===== config.mk =====
export PLATFORM = sky130hd
export DESIGN_NAME = midi_stream_parser_top
export DESIGN_NICKNAME = d
export VERILOG_FILES = /design/src/rtl/mps_pkg.sv /design/src/rtl/mps_front.sv /design/src/rtl/mps_queue.sv /design/src/rtl/mps_back.sv /design/src/rtl/midi_stream_parser_top.sv
export SDC_FILE = /design/constraint.sdc
export NUM_CORES = 1
export LEC_CHECK = 0
export BUFFER_PORTS_ARGS = -buffer_cell sky130_fd_sc_hd__buf_2
export CAP_MARGIN = 30
export CORE_MARGIN = 3
export CORE_UTILIZATION = 61
export DETAILED_ROUTE_END_ITERATION = 12
export PLACE_DENSITY = 0.9
export SLEW_MARGIN = 20
export SYNTH_ARGS = -nofsm -noshare
export SYNTH_HDL_FRONTEND = slang
export SYNTH_SLANG_ARGS = --single-unit

===== constraint.sdc =====
create_clock -name clk_i -period 6.8 [get_ports clk_i]
set_clock_uncertainty 0.1 [all_clocks]
set_input_delay 0.68 -clock clk_i [delete_from_list [all_inputs] [get_ports clk_i]]
set_output_delay 0.68 -clock clk_i [all_outputs]
set_load 0.02 [all_outputs]

===== src/rtl/mps_pkg.sv =====
// MIDI stream parser package: shared codes, item and config types.
// Used by every module of the parser; no dependencies of its own.
`default_nettype none

package mps_pkg;

  localparam int unsigned SYSEX_LEN_BITS_DEF = 13;
  localparam int unsigned SYSEX_MAX_W        = 13;
  localparam logic [SYSEX_MAX_W-1:0] SYSEX_MAX_RST = 13'd64;

  localparam int unsigned CFG_IDX_W = 2;
  localparam logic [CFG_IDX_W-1:0] CFG_EXT_SYNC   = 2'd0;
  localparam logic [CFG_IDX_W-1:0] CFG_SYS_COMMON = 2'd1;
  localparam logic [CFG_IDX_W-1:0] CFG_SYSEX_MAX  = 2'd2;

  localparam int unsigned Q_DEPTH = 2;

  localparam logic [2:0] EV_MESSAGE     = 3'd0;
  localparam logic [2:0] EV_REALTIME    = 3'd1;
  localparam logic [2:0] EV_SYSEX_START = 3'd2;
  localparam logic [2:0] EV_SYSEX_DATA  = 3'd3;
  localparam logic [2:0] EV_SYSEX_END   = 3'd4;
  localparam logic [2:0] EV_SYSEX_ABORT = 3'd5;

  localparam logic [7:0] ST_SYSEX    = 8'hF0;
  localparam logic [7:0] ST_QFRAME   = 8'hF1;
  localparam logic [7:0] ST_SONG_POS = 8'hF2;
  localparam logic [7:0] ST_SONG_SEL = 8'hF3;
  localparam logic [7:0] ST_TUNE     = 8'hF6;
  localparam logic [7:0] ST_EOX      = 8'hF7;
  localparam logic [7:0] ST_START    = 8'hFA;
  localparam logic [7:0] ST_STOP     = 8'hFC;

  typedef enum logic [1:0] {
    ITEM_REALTIME,
    ITEM_DATA,
    ITEM_STATUS
  } item_cls_e;

  typedef struct packed {
    item_cls_e  cls;
    logic [7:0] data;
  } item_t;

  typedef struct packed {
    logic                   ext_sync;
    logic                   sys_common;
    logic [SYSEX_MAX_W-1:0] sysex_max;
  } cfg_t;

endpackage

`default_nettype wire


===== src/rtl/mps_front.sv =====
// Front end: config registers, byte intake and classification.
// Pushes classified bytes into the item queue; uses mps_pkg.
`default_nettype none

module mps_front (
  input  logic                              clk_i,
  input  logic                              rst_ni,
  input  logic                              cfg_valid_i,
  output logic                              cfg_ready_o,
  input  logic [mps_pkg::CFG_IDX_W-1:0]     cfg_index_i,
  input  logic [mps_pkg::SYSEX_MAX_W-1:0]   cfg_data_i,
  input  logic                              in_valid_i,
  output logic                              in_ready_o,
  input  logic [7:0]                        rx_byte_i,
  input  logic                              q_full_i,
  output logic                              q_push_o,
  output mps_pkg::item_t                    q_item_o,
  output mps_pkg::cfg_t                     cfg_o
);
  import mps_pkg::*;

  cfg_t cfg_q, cfg_d;
  logic keep;

  assign cfg_ready_o = 1'b1;
  assign cfg_o       = cfg_q;

  always_comb begin
    cfg_d = cfg_q;
    if (cfg_valid_i) begin
      unique case (cfg_index_i)
        CFG_EXT_SYNC:   cfg_d.ext_sync   = cfg_data_i[0];
        CFG_SYS_COMMON: cfg_d.sys_common = cfg_data_i[0];
        CFG_SYSEX_MAX:  cfg_d.sysex_max  = cfg_data_i;
        default: ;
      endcase
    end
  end

  always_ff @(posedge clk_i or negedge rst_ni) begin
    if (!rst_ni) begin
      cfg_q.ext_sync   <= 1'b0;
      cfg_q.sys_common <= 1'b0;
      cfg_q.sysex_max  <= SYSEX_MAX_RST;
    end else begin
      cfg_q <= cfg_d;
    end
  end

  // Real-time bytes bypass the parse state; drop those that give no event.
  always_comb begin
    q_item_o.data = rx_byte_i;
    keep          = 1'b1;
    if (rx_byte_i[7:3] == 5'b11111) begin
      q_item_o.cls = ITEM_REALTIME;
      keep = cfg_q.ext_sync && (rx_byte_i == ST_START || rx_byte_i == ST_STOP);
    end else if (rx_byte_i[7]) begin
      q_item_o.cls = ITEM_STATUS;
    end else begin
      q_item_o.cls = ITEM_DATA;
    end
  end

  assign in_ready_o = !q_full_i;
  assign q_push_o   = in_valid_i && !q_full_i && keep;

endmodule

`default_nettype wire


===== src/rtl/mps_queue.sv =====
// Short item queue between front and back end.
// Register-based FIFO of mps_pkg::item_t, depth mps_pkg::Q_DEPTH.
`default_nettype none

module mps_queue (
  input  logic           clk_i,
  input  logic           rst_ni,
  input  logic           push_i,
  input  mps_pkg::item_t item_i,
  output logic           full_o,
  input  logic           pop_i,
  output logic           valid_o,
  output mps_pkg::item_t item_o
);
  import mps_pkg::*;

  localparam int unsigned PTR_W = (Q_DEPTH > 1) ? $clog2(Q_DEPTH) : 1;
  localparam int unsigned CNT_W = $clog2(Q_DEPTH + 1);

  item_t            mem_q [Q_DEPTH];
  logic [PTR_W-1:0] wr_ptr_q, wr_ptr_d, rd_ptr_q, rd_ptr_d;
  logic [CNT_W-1:0] count_q, count_d;

  assign full_o  = (count_q == CNT_W'(Q_DEPTH));
  assign valid_o = (count_q != '0);
  assign item_o  = mem_q[rd_ptr_q];

  always_comb begin
    wr_ptr_d = wr_ptr_q;
    rd_ptr_d = rd_ptr_q;
    count_d  = count_q;
    if (push_i) begin
      wr_ptr_d = (wr_ptr_q == PTR_W'(Q_DEPTH - 1)) ? '0 : wr_ptr_q + 1'b1;
    end
    if (pop_i) begin
      rd_ptr_d = (rd_ptr_q == PTR_W'(Q_DEPTH - 1)) ? '0 : rd_ptr_q + 1'b1;
    end
    if (push_i && !pop_i) begin
      count_d = count_q + 1'b1;
    end else if (pop_i && !push_i) begin
      count_d = count_q - 1'b1;
    end
  end

  always_ff @(posedge clk_i or negedge rst_ni) begin
    if (!rst_ni) begin
      wr_ptr_q <= '0;
      rd_ptr_q <= '0;
      count_q  <= '0;
    end else begin
      wr_ptr_q <= wr_ptr_d;
      rd_ptr_q <= rd_ptr_d;
      count_q  <= count_d;
    end
  end

  always_ff @(posedge clk_i) begin
    if (push_i) begin
      mem_q[wr_ptr_q] <= item_i;
    end
  end

endmodule

`default_nettype wire


===== src/rtl/mps_back.sv =====
// Back end: running-status parse state, SysEx tracking and result output.
// Pops items from mps_queue, drives the result channel; uses mps_pkg.
`default_nettype none

module mps_back #(
  parameter int unsigned SYSEX_LEN_BITS = mps_pkg::SYSEX_LEN_BITS_DEF
) (
  input  logic                      clk_i,
  input  logic                      rst_ni,
  input  mps_pkg::cfg_t             cfg_i,
  input  logic                      q_valid_i,
  input  mps_pkg::item_t            q_item_i,
  output logic                      q_pop_o,
  output logic                      out_valid_o,
  input  logic                      out_ready_i,
  output logic [2:0]                event_kind_o,
  output logic [7:0]                status_byte_o,
  output logic [7:0]                first_data_o,
  output logic [7:0]                second_data_o,
  output logic [1:0]                data_count_o,
  output logic [SYSEX_LEN_BITS-1:0] sysex_position_o,
  output logic                      last_o
);
  import mps_pkg::*;

  localparam int unsigned CNT_W = SYSEX_LEN_BITS;
  localparam int unsigned CMP_W = (CNT_W > SYSEX_MAX_W) ? CNT_W : SYSEX_MAX_W;

  localparam logic [2:0] PH_IGNORE = 3'd0;
  localparam logic [2:0] PH_STATUS = 3'd1;
  localparam logic [2:0] PH_SYSEX  = 3'd2;
  localparam logic [2:0] PH_BYTE1  = 3'd3;
  localparam logic [2:0] PH_BYTE2  = 3'd4;

  localparam logic [3:0] VOICE_KINDS   = 4'd7;
  localparam logic [3:0] KIND_QFRAME   = 4'd7;
  localparam logic [3:0] KIND_SONG_POS = 4'd8;
  localparam logic [3:0] KIND_SONG_SEL = 4'd9;
  localparam logic [3:0] KIND_TUNE     = 4'd10;
  localparam logic [3:0] KIND_NONE     = 4'd11;

  typedef struct packed {
    logic [2:0]       phase;
    logic [7:0]       held;
    logic [2:0][7:0]  msg;
    logic [1:0]       fill;
    logic [3:0]       kind;
    logic [CNT_W-1:0] count;
    logic             aborted;
  } pstate_t;

  typedef struct packed {
    logic [2:0]       ev;
    logic [7:0]       status;
    logic [7:0]       d1;
    logic [7:0]       d2;
    logic [1:0]       cnt;
    logic [CNT_W-1:0] pos;
    logic             last;
  } res_t;

  typedef struct packed {
    pstate_t st;
    logic    again;
    logic    emit;
    res_t    res;
  } pass_t;

  typedef struct packed {
    logic [3:0] kind;
    logic [1:0] need;
  } lookup_t;

  function automatic lookup_t lookup_f(logic [7:0] s);
    lookup_t r;
    r.kind = KIND_NONE;
    r.need = 2'd0;
    if (s[7] && s[7:4] != 4'hF) begin
      r.kind = {1'b0, s[6:4]};
      r.need = (s[6:4] == 3'd4 || s[6:4] == 3'd5) ? 2'd1 : 2'd2;
    end else begin
      unique case (s)
        ST_QFRAME:   begin r.kind = KIND_QFRAME;   r.need = 2'd1; end
        ST_SONG_POS: begin r.kind = KIND_SONG_POS; r.need = 2'd2; end
        ST_SONG_SEL: begin r.kind = KIND_SONG_SEL; r.need = 2'd1; end
        ST_TUNE:     begin r.kind = KIND_TUNE;     r.need = 2'd0; end
        default: ;
      endcase
    end
    return r;
  endfunction

  // One parse step on one byte; again asks for the byte to be parsed once more.
  function automatic pass_t step_f(pstate_t s, logic [7:0] b, cfg_t c);
    pass_t      p;
    lookup_t    lk;
    logic       run;
    logic       ok;
    logic [1:0] cnt;
    p       = '0;
    p.st    = s;
    lk      = '0;
    run     = 1'b0;
    ok      = 1'b1;
    cnt     = 2'd0;
    unique case (s.phase)
      PH_IGNORE: begin
        if (b[7]) begin
          p.st.phase = PH_STATUS;
          p.again    = 1'b1;
        end
      end
      PH_SYSEX: begin
        if (b[7]) begin
          p.st.phase = PH_STATUS;
          p.emit     = 1'b1;
          if (b != ST_EOX) begin
            p.st.count   = '0;
            p.st.aborted = 1'b1;
            p.res.ev     = EV_SYSEX_ABORT;
            p.again      = 1'b1;
          end else begin
            p.res.ev  = EV_SYSEX_END;
            p.res.pos = s.count;
          end
        end else if (!s.aborted) begin
          p.emit = 1'b1;
          if ((CMP_W'(s.count) < CMP_W'(c.sysex_max)) && (s.count != '1)) begin
            p.res.ev   = EV_SYSEX_DATA;
            p.res.d1   = b;
            p.res.pos  = s.count;
            p.st.count = s.count + 1'b1;
          end else begin
            p.st.count   = '0;
            p.st.aborted = 1'b1;
            p.res.ev     = EV_SYSEX_ABORT;
          end
        end
      end
      PH_STATUS: begin
        if (b == ST_SYSEX) begin
          p.st.phase   = PH_SYSEX;
          p.st.count   = '0;
          p.st.aborted = 1'b0;
          p.st.held    = '0;
          p.emit       = 1'b1;
          p.res.ev     = EV_SYSEX_START;
        end else begin
          if (b[7]) begin
            p.st.held = b;
          end else if (s.held == '0) begin
            ok = 1'b0;
          end else begin
            run = 1'b1;
          end
          if (ok) begin
            lk        = lookup_f(p.st.held);
            p.st.kind = lk.kind;
            if (lk.kind == KIND_NONE) begin
              p.st.phase = PH_IGNORE;
            end else begin
              p.st.msg[0] = p.st.held;
              p.st.fill   = 2'd1;
              p.st.phase  = (lk.need == 2'd2) ? PH_BYTE2 :
                            (lk.need == 2'd1) ? PH_BYTE1 : PH_STATUS;
              p.again     = run && (lk.need != 2'd0);
            end
          end
        end
      end
      PH_BYTE1: begin
        if (s.fill != 2'd3) begin
          p.st.msg[s.fill] = b;
          p.st.fill        = s.fill + 1'b1;
        end
        p.st.phase = PH_STATUS;
        if (s.kind < VOICE_KINDS || (c.sys_common && s.kind <= KIND_SONG_SEL)) begin
          cnt        = (p.st.fill != 2'd0) ? p.st.fill - 1'b1 : 2'd0;
          p.emit     = 1'b1;
          p.res.ev   = EV_MESSAGE;
          p.res.status = p.st.msg[0];
          p.res.d1   = p.st.msg[1];
          p.res.d2   = (cnt >= 2'd2) ? p.st.msg[2] : 8'd0;
          p.res.cnt  = cnt;
        end
      end
      PH_BYTE2: begin
        if (s.fill != 2'd3) begin
          p.st.msg[s.fill] = b;
          p.st.fill        = s.fill + 1'b1;
        end
        p.st.phase = PH_BYTE1;
      end
      default: begin
        p.st.phase = PH_IGNORE;
      end
    endcase
    return p;
  endfunction

  pstate_t st_q, st_d, st_next;
  pass_t   p0, p1;
  res_t    r0, r1, rt_res;
  res_t    out_q, out_d, pend_q, pend_d;
  logic    out_valid_q, out_valid_d, pend_valid_q, pend_valid_d;
  logic    has0, has1, e1, out_free, pop;

  // Parse the head item: at most two chained steps, each with at most one result.
  always_comb begin
    p0      = step_f(st_q, q_item_i.data, cfg_i);
    p1      = step_f(p0.st, q_item_i.data, cfg_i);
    e1      = p0.again && p1.emit;
    rt_res        = '0;
    rt_res.ev     = EV_REALTIME;
    rt_res.status = q_item_i.data;
    unique case (q_item_i.cls)
      ITEM_REALTIME: begin
        st_next = st_q;
        has0    = 1'b1;
        has1    = 1'b0;
        r0      = rt_res;
      end
      ITEM_DATA, ITEM_STATUS: begin
        st_next = p0.again ? p1.st : p0.st;
        has0    = p0.emit || e1;
        has1    = p0.emit && e1;
        r0      = p0.emit ? p0.res : p1.res;
      end
      default: begin
        st_next = st_q;
        has0    = 1'b0;
        has1    = 1'b0;
        r0      = '0;
      end
    endcase
    r0.last = !has1;
    r1      = p1.res;
    r1.last = 1'b1;
  end

  // Hold a second result in pend until the output stage frees up.
  always_comb begin
    out_free     = !out_valid_q || out_ready_i;
    pop          = q_valid_i && !pend_valid_q && out_free;
    st_d         = pop ? st_next : st_q;
    out_d        = out_q;
    out_valid_d  = out_valid_q && !out_ready_i;
    pend_d       = pend_q;
    pend_valid_d = pend_valid_q;
    priority if (pend_valid_q && out_free) begin
      out_d        = pend_q;
      out_valid_d  = 1'b1;
      pend_valid_d = 1'b0;
    end else if (pop && has0) begin
      out_d       = r0;
      out_valid_d = 1'b1;
      if (has1) begin
        pend_d       = r1;
        pend_valid_d = 1'b1;
      end
    end else begin
    end
  end

  always_ff @(posedge clk_i or negedge rst_ni) begin
    if (!rst_ni) begin
      st_q         <= '0;
      out_valid_q  <= 1'b0;
      pend_valid_q <= 1'b0;
    end else begin
      st_q         <= st_d;
      out_valid_q  <= out_valid_d;
      pend_valid_q <= pend_valid_d;
    end
  end

  always_ff @(posedge clk_i) begin
    out_q  <= out_d;
    pend_q <= pend_d;
  end

  assign q_pop_o          = pop;
  assign out_valid_o      = out_valid_q;
  assign event_kind_o     = out_q.ev;
  assign status_byte_o    = out_q.status;
  assign first_data_o     = out_q.d1;
  assign second_data_o    = out_q.d2;
  assign data_count_o     = out_q.cnt;
  assign sysex_position_o = out_q.pos;
  assign last_o           = out_q.last;

endmodule

`default_nettype wire


===== src/rtl/midi_stream_parser_top.sv =====
// MIDI byte-stream parser with running status and SysEx tracking.
// Input side: in_valid_i/in_ready_o beats carry one received byte (rx_byte_i).
// Output side: out_valid_o/out_ready_i beats carry one event each; last_o
// marks the final event caused by a byte. A SysEx interrupted by 0xF0 gives
// two events (abort, then start); every other byte gives zero or one.
// Config side: cfg_valid_i/cfg_ready_o writes cfg_data_i to register
// cfg_index_i (0 external sync, 1 system common delivery, 2 SysEx limit);
// cfg_ready_o is always high. Write config only while the parser is idle.
// An accepted byte is registered in the queue, then its event in the output
// register. Throughput: one byte per cycle while out_ready_i is high, but a
// byte with two events holds the back end while the second waits and can fill
// the two-entry queue between the classifying front end and parsing back end.
// Reset clears the parse state and config (SysEx limit 64); the parser then
// ignores data bytes until a status byte arrives.
// When the receiver stalls, the output register holds its event, the queue
// fills and in_ready_o drops once both queue entries are taken.
// Depends on mps_pkg, mps_front, mps_queue and mps_back.
`default_nettype none

module midi_stream_parser_top #(
  parameter int unsigned SYSEX_LEN_BITS = mps_pkg::SYSEX_LEN_BITS_DEF
) (
  input  logic                            clk_i,
  input  logic                            rst_ni,
  input  logic                            cfg_valid_i,
  output logic                            cfg_ready_o,
  input  logic [mps_pkg::CFG_IDX_W-1:0]   cfg_index_i,
  input  logic [mps_pkg::SYSEX_MAX_W-1:0] cfg_data_i,
  input  logic                            in_valid_i,
  output logic                            in_ready_o,
  input  logic [7:0]                      rx_byte_i,
  output logic                            out_valid_o,
  input  logic                            out_ready_i,
  output logic [2:0]                      event_kind_o,
  output logic [7:0]                      status_byte_o,
  output logic [7:0]                      first_data_o,
  output logic [7:0]                      second_data_o,
  output logic [1:0]                      data_count_o,
  output logic [SYSEX_LEN_BITS-1:0]       sysex_position_o,
  output logic                            last_o
);
  import mps_pkg::*;

  cfg_t  cfg;
  item_t push_item, head_item;
  logic  q_push, q_full, q_pop, q_valid;

  mps_front u_front (
    .clk_i       (clk_i),
    .rst_ni      (rst_ni),
    .cfg_valid_i (cfg_valid_i),
    .cfg_ready_o (cfg_ready_o),
    .cfg_index_i (cfg_index_i),
    .cfg_data_i  (cfg_data_i),
    .in_valid_i  (in_valid_i),
    .in_ready_o  (in_ready_o),
    .rx_byte_i   (rx_byte_i),
    .q_full_i    (q_full),
    .q_push_o    (q_push),
    .q_item_o    (push_item),
    .cfg_o       (cfg)
  );

  mps_queue u_queue (
    .clk_i   (clk_i),
    .rst_ni  (rst_ni),
    .push_i  (q_push),
    .item_i  (push_item),
    .full_o  (q_full),
    .pop_i   (q_pop),
    .valid_o (q_valid),
    .item_o  (head_item)
  );

  mps_back #(
    .SYSEX_LEN_BITS (SYSEX_LEN_BITS)
  ) u_back (
    .clk_i            (clk_i),
    .rst_ni           (rst_ni),
    .cfg_i            (cfg),
    .q_valid_i        (q_valid),
    .q_item_i         (head_item),
    .q_pop_o          (q_pop),
    .out_valid_o      (out_valid_o),
    .out_ready_i      (out_ready_i),
    .event_kind_o     (event_kind_o),
    .status_byte_o    (status_byte_o),
    .first_data_o     (first_data_o),
    .second_data_o    (second_data_o),
    .data_count_o     (data_count_o),
    .sysex_position_o (sysex_position_o),
    .last_o           (last_o)
  );

endmodule

`default_nettype wire


# --- Word level (Yosys, flattened, before mapping) ---
# Memory sizes are Yosys's and may differ from the RTL's.
# Cells that the tools add are included.
word_totals:
  ff_bits: 161
  mem_bits_rw: 20
  input_bits: 28
  out_inout_bits: 46
  wordCells: 299
  n_memories: 1
mem_list:
  columns: ["name", "words", "word_bits", "rd", "rd_ports_with_merged_regs", "write_ports", "line", "text"]
  rows:
  - ["u_queue.mem_q", 2, 10, 1, 0, 1, "mps_queue.sv:20", "item_t mem_q [Q_DEPTH];"]
classes:
  n_addsub: 10
  n_lt_le_gt_ge: 12
  eq_ne: 42
  n_mux: 146
  n_bitwise: 1
  n_reduce_logical: 57
op_table:
  columns: ["cell", "n"]
  rows:
  - ["$mux 13", 12]
  - ["$mux 8", 18]
  - ["$mux 14", 10]
  - ["$mux 43", 3]
  - ["$mux 26", 4]
  - ["$eq 8x8->1 const B", 11]
  - ["$pmux 43 s2", 1]
  - ["$pmux 16 s2", 2]
  - ["$mux 30", 2]
  - ["$pmux 10 s3", 2]
  - ["$pmux 14 s2", 2]
  - ["$mux 55", 1]
  - ["$bwmux 24", 2]
  - ["$mux 6", 8]
  - ["$pmux 6 s4", 2]
  - ["$mux 10", 4]
  - ["$demux 8 s2", 2]
  - ["$pmux 8 s2", 2]
  - ["$mux 1", 30]
  - ["$mux 15", 2]
  - ["$mux 3", 10]
  - ["$mux 4", 7]
  - ["$add 13x1->13 const B", 2]
  - ["$lt 13x13->1", 2]
  - ["other kinds (37)", 127]

# --- Logic depth before layout (Yosys ltp) ---
# An unclocked memory read counts as a cell.
depth:
  depth_word: 36
  mapped_depth: 20
  mapped_depth_nobuf: 19

# --- By module ---
# From an unflattened synthesis, not the netlist that was laid out.
unflattened:
  hier_cells: 1037
  area_unflattened_um2: 10809.1
modules_own_cells:
  columns: ["module", "instances", "cells_each", "area_per_inst_um2", "seq_area_each_um2"]
  rows:
  - ["mps_back", 1, 939, 9112.5, 3978.8]
  - ["mps_queue", 1, 47, 949.7, 700.7]
  - ["mps_front", 1, 51, 747.0, 376.6]

# --- Worst setup path after synthesis ---
# No wires, ideal clock.
synth_path:
  path_kind: "register to register"
  start: "register u_front.cfg_q (netlist bit u_front.cfg_o[6])"
  end: "register u_back.out_q (netlist bit u_back.data_count_o[0]), enable pin"
  setup_ns: 0.503
  arrival_time_ns: 5.501
  t_required_ns: 6.197
  slack_ns: 0.696
  path_stages_with_launch: 13
  path_buffers: 1
  period_less_slack_ns: 6.104
  cell_sequence: "dfstp_2 -> inv_1 -> ha_1 -> a21oi_1 -> o21ai_0 -> a2111oi_2 -> clkbuf_1 -> nand2_1 -> a2bb2oi_1 -> a21oi_1 -> o21ai_0 -> a221oi_1 -> o21ai_0"
synth_via:
  elab_chain_len: 14
synth_rtl:
  columns: ["item", "line", "text"]
  rows:
  - ["start, declared", "mps_front.sv:22", "cfg_t cfg_q, cfg_d;"]
  - ["start signal, assigned", "mps_front.sv:46", "cfg_q <= cfg_d;"]
  - ["$lt 13x13->1", "mps_back.sv:128", "if ((CMP_W'(s.count) < CMP_W'(c.sysex_max)) && (s.count != '1)) begin"]
  - ["$logic_and 1x1->1", "mps_back.sv:128", null]
  - ["$mux 1", "mps_back.sv:128", null]
  - ["$mux 14", "mps_back.sv:126", "end else if (!s.aborted) begin"]
  - ["$mux 14", "mps_back.sv:114", "if (b[7]) begin"]
  - ["$pmux 14 s2", "mps_back.sv:106", "unique case (s.phase)"]
  - ["$mux 4", "mps_back.sv:126", null]
  - ["$mux 4", "mps_back.sv:114", null]
  - ["$pmux 4 s3", "mps_back.sv:106", null]
  - ["$logic_and 1x1->1", "mps_back.sv:212", "e1 = p0.again && p1.emit;"]
  - ["$logic_or 1x1->1", "mps_back.sv:225", "has0 = p0.emit || e1;"]
  - ["$pmux 1 s2", "mps_back.sv:216", "unique case (q_item_i.cls)"]
  - ["$logic_and 1x1->1", "mps_back.sv:254", "end else if (pop && has0) begin"]
  - ["$reduce_bool 2->1 (no source line)", null, null]
  - ["end signal, assigned", "mps_back.sv:278", "out_q <= out_d;"]
  - ["end, declared", "mps_back.sv:204", "res_t out_q, out_d, pend_q, pend_d;"]
# No other way between the ends.
# A chain may end at the register's enable or synchronous reset.

==> flow_summary.toml <==
[drt]
drt_iter0_markers = 1488
routed_wl_um = 29700
vias_per_cell = 6.87
vias = 9351
drt_pass1_iterations = 6
route.detailed.wl_per_inst_um = 21.8
drc = 0
ant_nets = 0

[worst_setup_path]
cp_common_cell = "a21o_1"
crit_arrival_ns = 5.74
crit_start = "u_queue.rd_ptr_q$_DFFE_PN0P_"
worst-path-buf-inv = 1
cp.required_ns = 6.95
worstPathMaxFanout = 26
criticalPathCategory = "reg2reg"
r2r_slack_ns = 1.21
r2r-start = "u_queue.rd_ptr_q$_DFFE_PN0P_"
critical-path-top-delay-family = "compound AO/OA/AOI/OAI gates"
slowest_delay_ns = 0.99
crit_path_end_kind = "flop"
crit_path_start_kind = "flop"
slowest_stage = "dfrtp_1"
crit_chain = "nor4b_1 > or2_2 > nand3_1 > o21ai_1 > o21ai_0 > a22oi_1 > inv_1 > ha_1 > a21o_1 > a21o_1 > a21oi_1 > o21ai_0 > a21o_1 > a211o_1 > or3_1 > o22ai_1"

[clock_network]
cts.sinks = 181
clk_pin_slew_ns = 0.07
htreeDepth = 4
cts_hold_buf = 0
insertion_delay_ns = 0.44
tritoncts = "done"
root_buffer = "clkbuf_16"
numCtsBuffers = 17
clockBufferDepth = 2
cts.repair_timing.setup_buffer_count = 0
cts_resized = 0

[synthesis]
ys_seq_area_share_pct = 47.3
synthCells = 1080
synthTopCellsByArea = "edfxtp_1 30%, dfrtp_1 18%, nor2_1 4.1%, a21oi_1 3.7%, mux2_2 3.5%"
synth_area_um2 = 10700
synth-xor-area-share_pct = 0.492
synthSimpleGateAreaFrac_pct = 15.1
synthDistinctLibCells = 86
syn-num-nets = 1137
avgSynthCellArea_um2 = 9.89
ys.flop_type = "edfxtp_1"
synth-edff-count = 105
yosysWarnings = 0
yosysTopAreaCell = "edfxtp_1"
synth_top_family_by_area = "compound AO/OA/AOI/OAI gates"
synth_compound_area_share_pct = 22.2
synthMuxAreaShare_pct = 6.98
synth_top_area_share_pct = 29.5
synthAdderAreaFrac_pct = 3.40
synthArstFlopShare_pct = 42.0
synth-seq-cells = 181

[grt]
grt_pass1_wl_um = 47400
grt_pass1_vias = 8670
antenna_found_initial = 0
grt.overflow.total = 0
gr-usage-all-layers_pct = 30.7
grt_max_degree = 48

[place]
io_buffers = 72
placedCellCount = 1323
pre_cts_slack_ns = 1.40
dpl.hpwl_um = 20800
place_congestion = 1.03

[finish]
layout_commonest_cell = "nor2_1"
insertedDiodeCount = 0
drive_above_1_share_pct = 15.9
area_growth_pct = 10.5
fillers = 1215
layout_common_cells = "115 x nor2_1, 105 x edfxtp_1, 90 x nand2_1, 80 x a21oi_1, 75 x dfrtp_1"
instances_no_fill = 1362
nets = 1186

[hold_path]
min_path_type = "in2async"

[timing]
period_minus_slack_ns = 5.59
fmax_mhz = 179
finalSetupTns_ns = 0
slew_headroom_pct = 34.0
tightest_slew_ns = 0.990
slew_viol_final = 0
setup_slack_ns = 1.21
setup_viol = 0
rsz0062_at_grt = "false"
hold_viol = 0
fin_crit_sh_pct = 82.2
whs_ns = 0.105

[floorplan]
die_w_um = 138
start_util_pct = 63.3
die_height_um = 138
ioPinCount = 74
fp.coreArea_um2 = 16900
std_cell_rows = 47
die_area_um2 = 19100

[pwr]
cellPowerDensity_nw_per_um2 = 515
p_leak_uw = 0.00465
vdd_drop_max_mv = 0.267

[flow_run]
cap_violations = 0

[run_status]
status = "complete, no violations"
## cells in the mapped netlist (4+ instances only)
cell      instances
a211oi_1         23
a21o_1           15
a21oi_1          80
a221o_1          12
a221oi_1          5
a22o_1           20
a22oi_1          12
a31oi_1          14
a32o_1            4
a41oi_1           4
and2_1           12
and3_1            5
and4_1            4
buf_2             9
buf_6             6
clkbuf_1         43
dfrtp_1          75
edfxtp_1        105
ha_1             29
inv_1            46
mux2_2           33
mux2i_1          31
nand2_1          90
nand2b_1         11
nand3_1          18
nand3b_1          4
nand4_1          10
nor2_1          117
nor2b_1          14
nor3_1           24
nor3b_1           4
nor4_1            9
o211ai_1          4
o21ai_0          69
o21ai_1          10
o221a_2           4
o221ai_1          4
o22ai_1          17
o31ai_1           7
xor2_1            4
## path summary, 6_finish.rpt
path | cells past startpoint | endpoint
min reg2reg | 1 | u_queue.wr_ptr_q$_DFFE_PN0P_
max | 16 | u_back.pend_q[26]$_DFFE_PP_
max reg2reg | 16 | u_back.pend_q[26]$_DFFE_PP_
max in group asynchronous | 2 | u_back.st_q[39]$_DFFE_PN0P_
min in group clk_i | 1 | u_queue.mem_q[1][0]$_DFFE_PP_
min | 1 | u_front.cfg_o[5]$_DFFE_PN0P_
## report_power, final
part | switching [uW] | internal, uW | total (uW)
clock | 442 | 547 | 990
combinational | 2090 | 1080 | 3170
sequential | 353 | 1560 | 1910
total | 2890 | 3190 | 6070
## worst reg2reg max path, cell delays in order (launching register included)
cell     delay (ns)
dfrtp_1        0.99
nor4b_1        0.38
or2_2          0.18
nand3_1        0.25
o21ai_1        0.63
o21ai_0        0.19
a22oi_1        0.35
inv_1          0.09
ha_1           0.19
a21o_1         0.15
a21o_1         0.17
a21oi_1        0.13
o21ai_0        0.10
a21o_1         0.18
a211o_1        0.30
or3_1          0.70
o22ai_1        0.32
## logic make-up after synthesis
| family | count (synthesis) |
|---|---|
| AOI/OAI and AO/OA | 345 |
| xor gates and xnor gates | 6 |
| adders and majority gates | 29 |
| buffers and inverters | 109 |
| DFF | 181 |
| muxes | 68 |
| other | 1 |
| and+or+nand+nor | 341 |
## area by class of cell
cell class	count	area, um2	share of cell area, %
clock buffers	19	433	3.67
well taps	220	275	2.33
flip-flops and latches	181	5060	42.9
repair buffers	93	536	4.54
multi-input cells	790	5180	43.9
inverters	46	173	1.46
clock inverters	13	146	1.24
## metal layers
metal | vias up | wire length, um | track usage (%)
li1 | 4182 | - | -
met1 | 4398 | 12300 | 46.3
met2 | 674 | 12900 | 44.1
met3 | 97 | 3450 | 6.22
met4 | 0 | 999 | 11.8
met5 | - | 0 | 0
## sequential cells by signal, summed over array words and instances, names as in the netlist, 2 cells and up
| name | cells |
|---|---|
| u_back.first_data_o | 8 |
| u_back.data_count_o | 2 |
| u_back.event_kind_o | 3 |
| u_front.cfg_o | 15 |
| u_back.second_data_o | 8 |
| u_back.status_byte_o | 8 |
| u_queue.count_q | 2 |
| u_back.pend_q | 42 |
| u_back.sysex_position_o | 13 |
| u_queue.mem_q | 20 |
| u_back.st_q | 55 |
## metrics by stage
step	utilization, %	cell area, um2	total power, uW
after floorplan	-	10700	4080
after global placement	65.9	11100	4830
after detailed placement	66.1	11200	4930
after CTS	69.6	11700	5940
after global routing	69.9	11800	6410
final	69.9	11800	6070
Note: power is estimated with default switching activity, not from simulation.
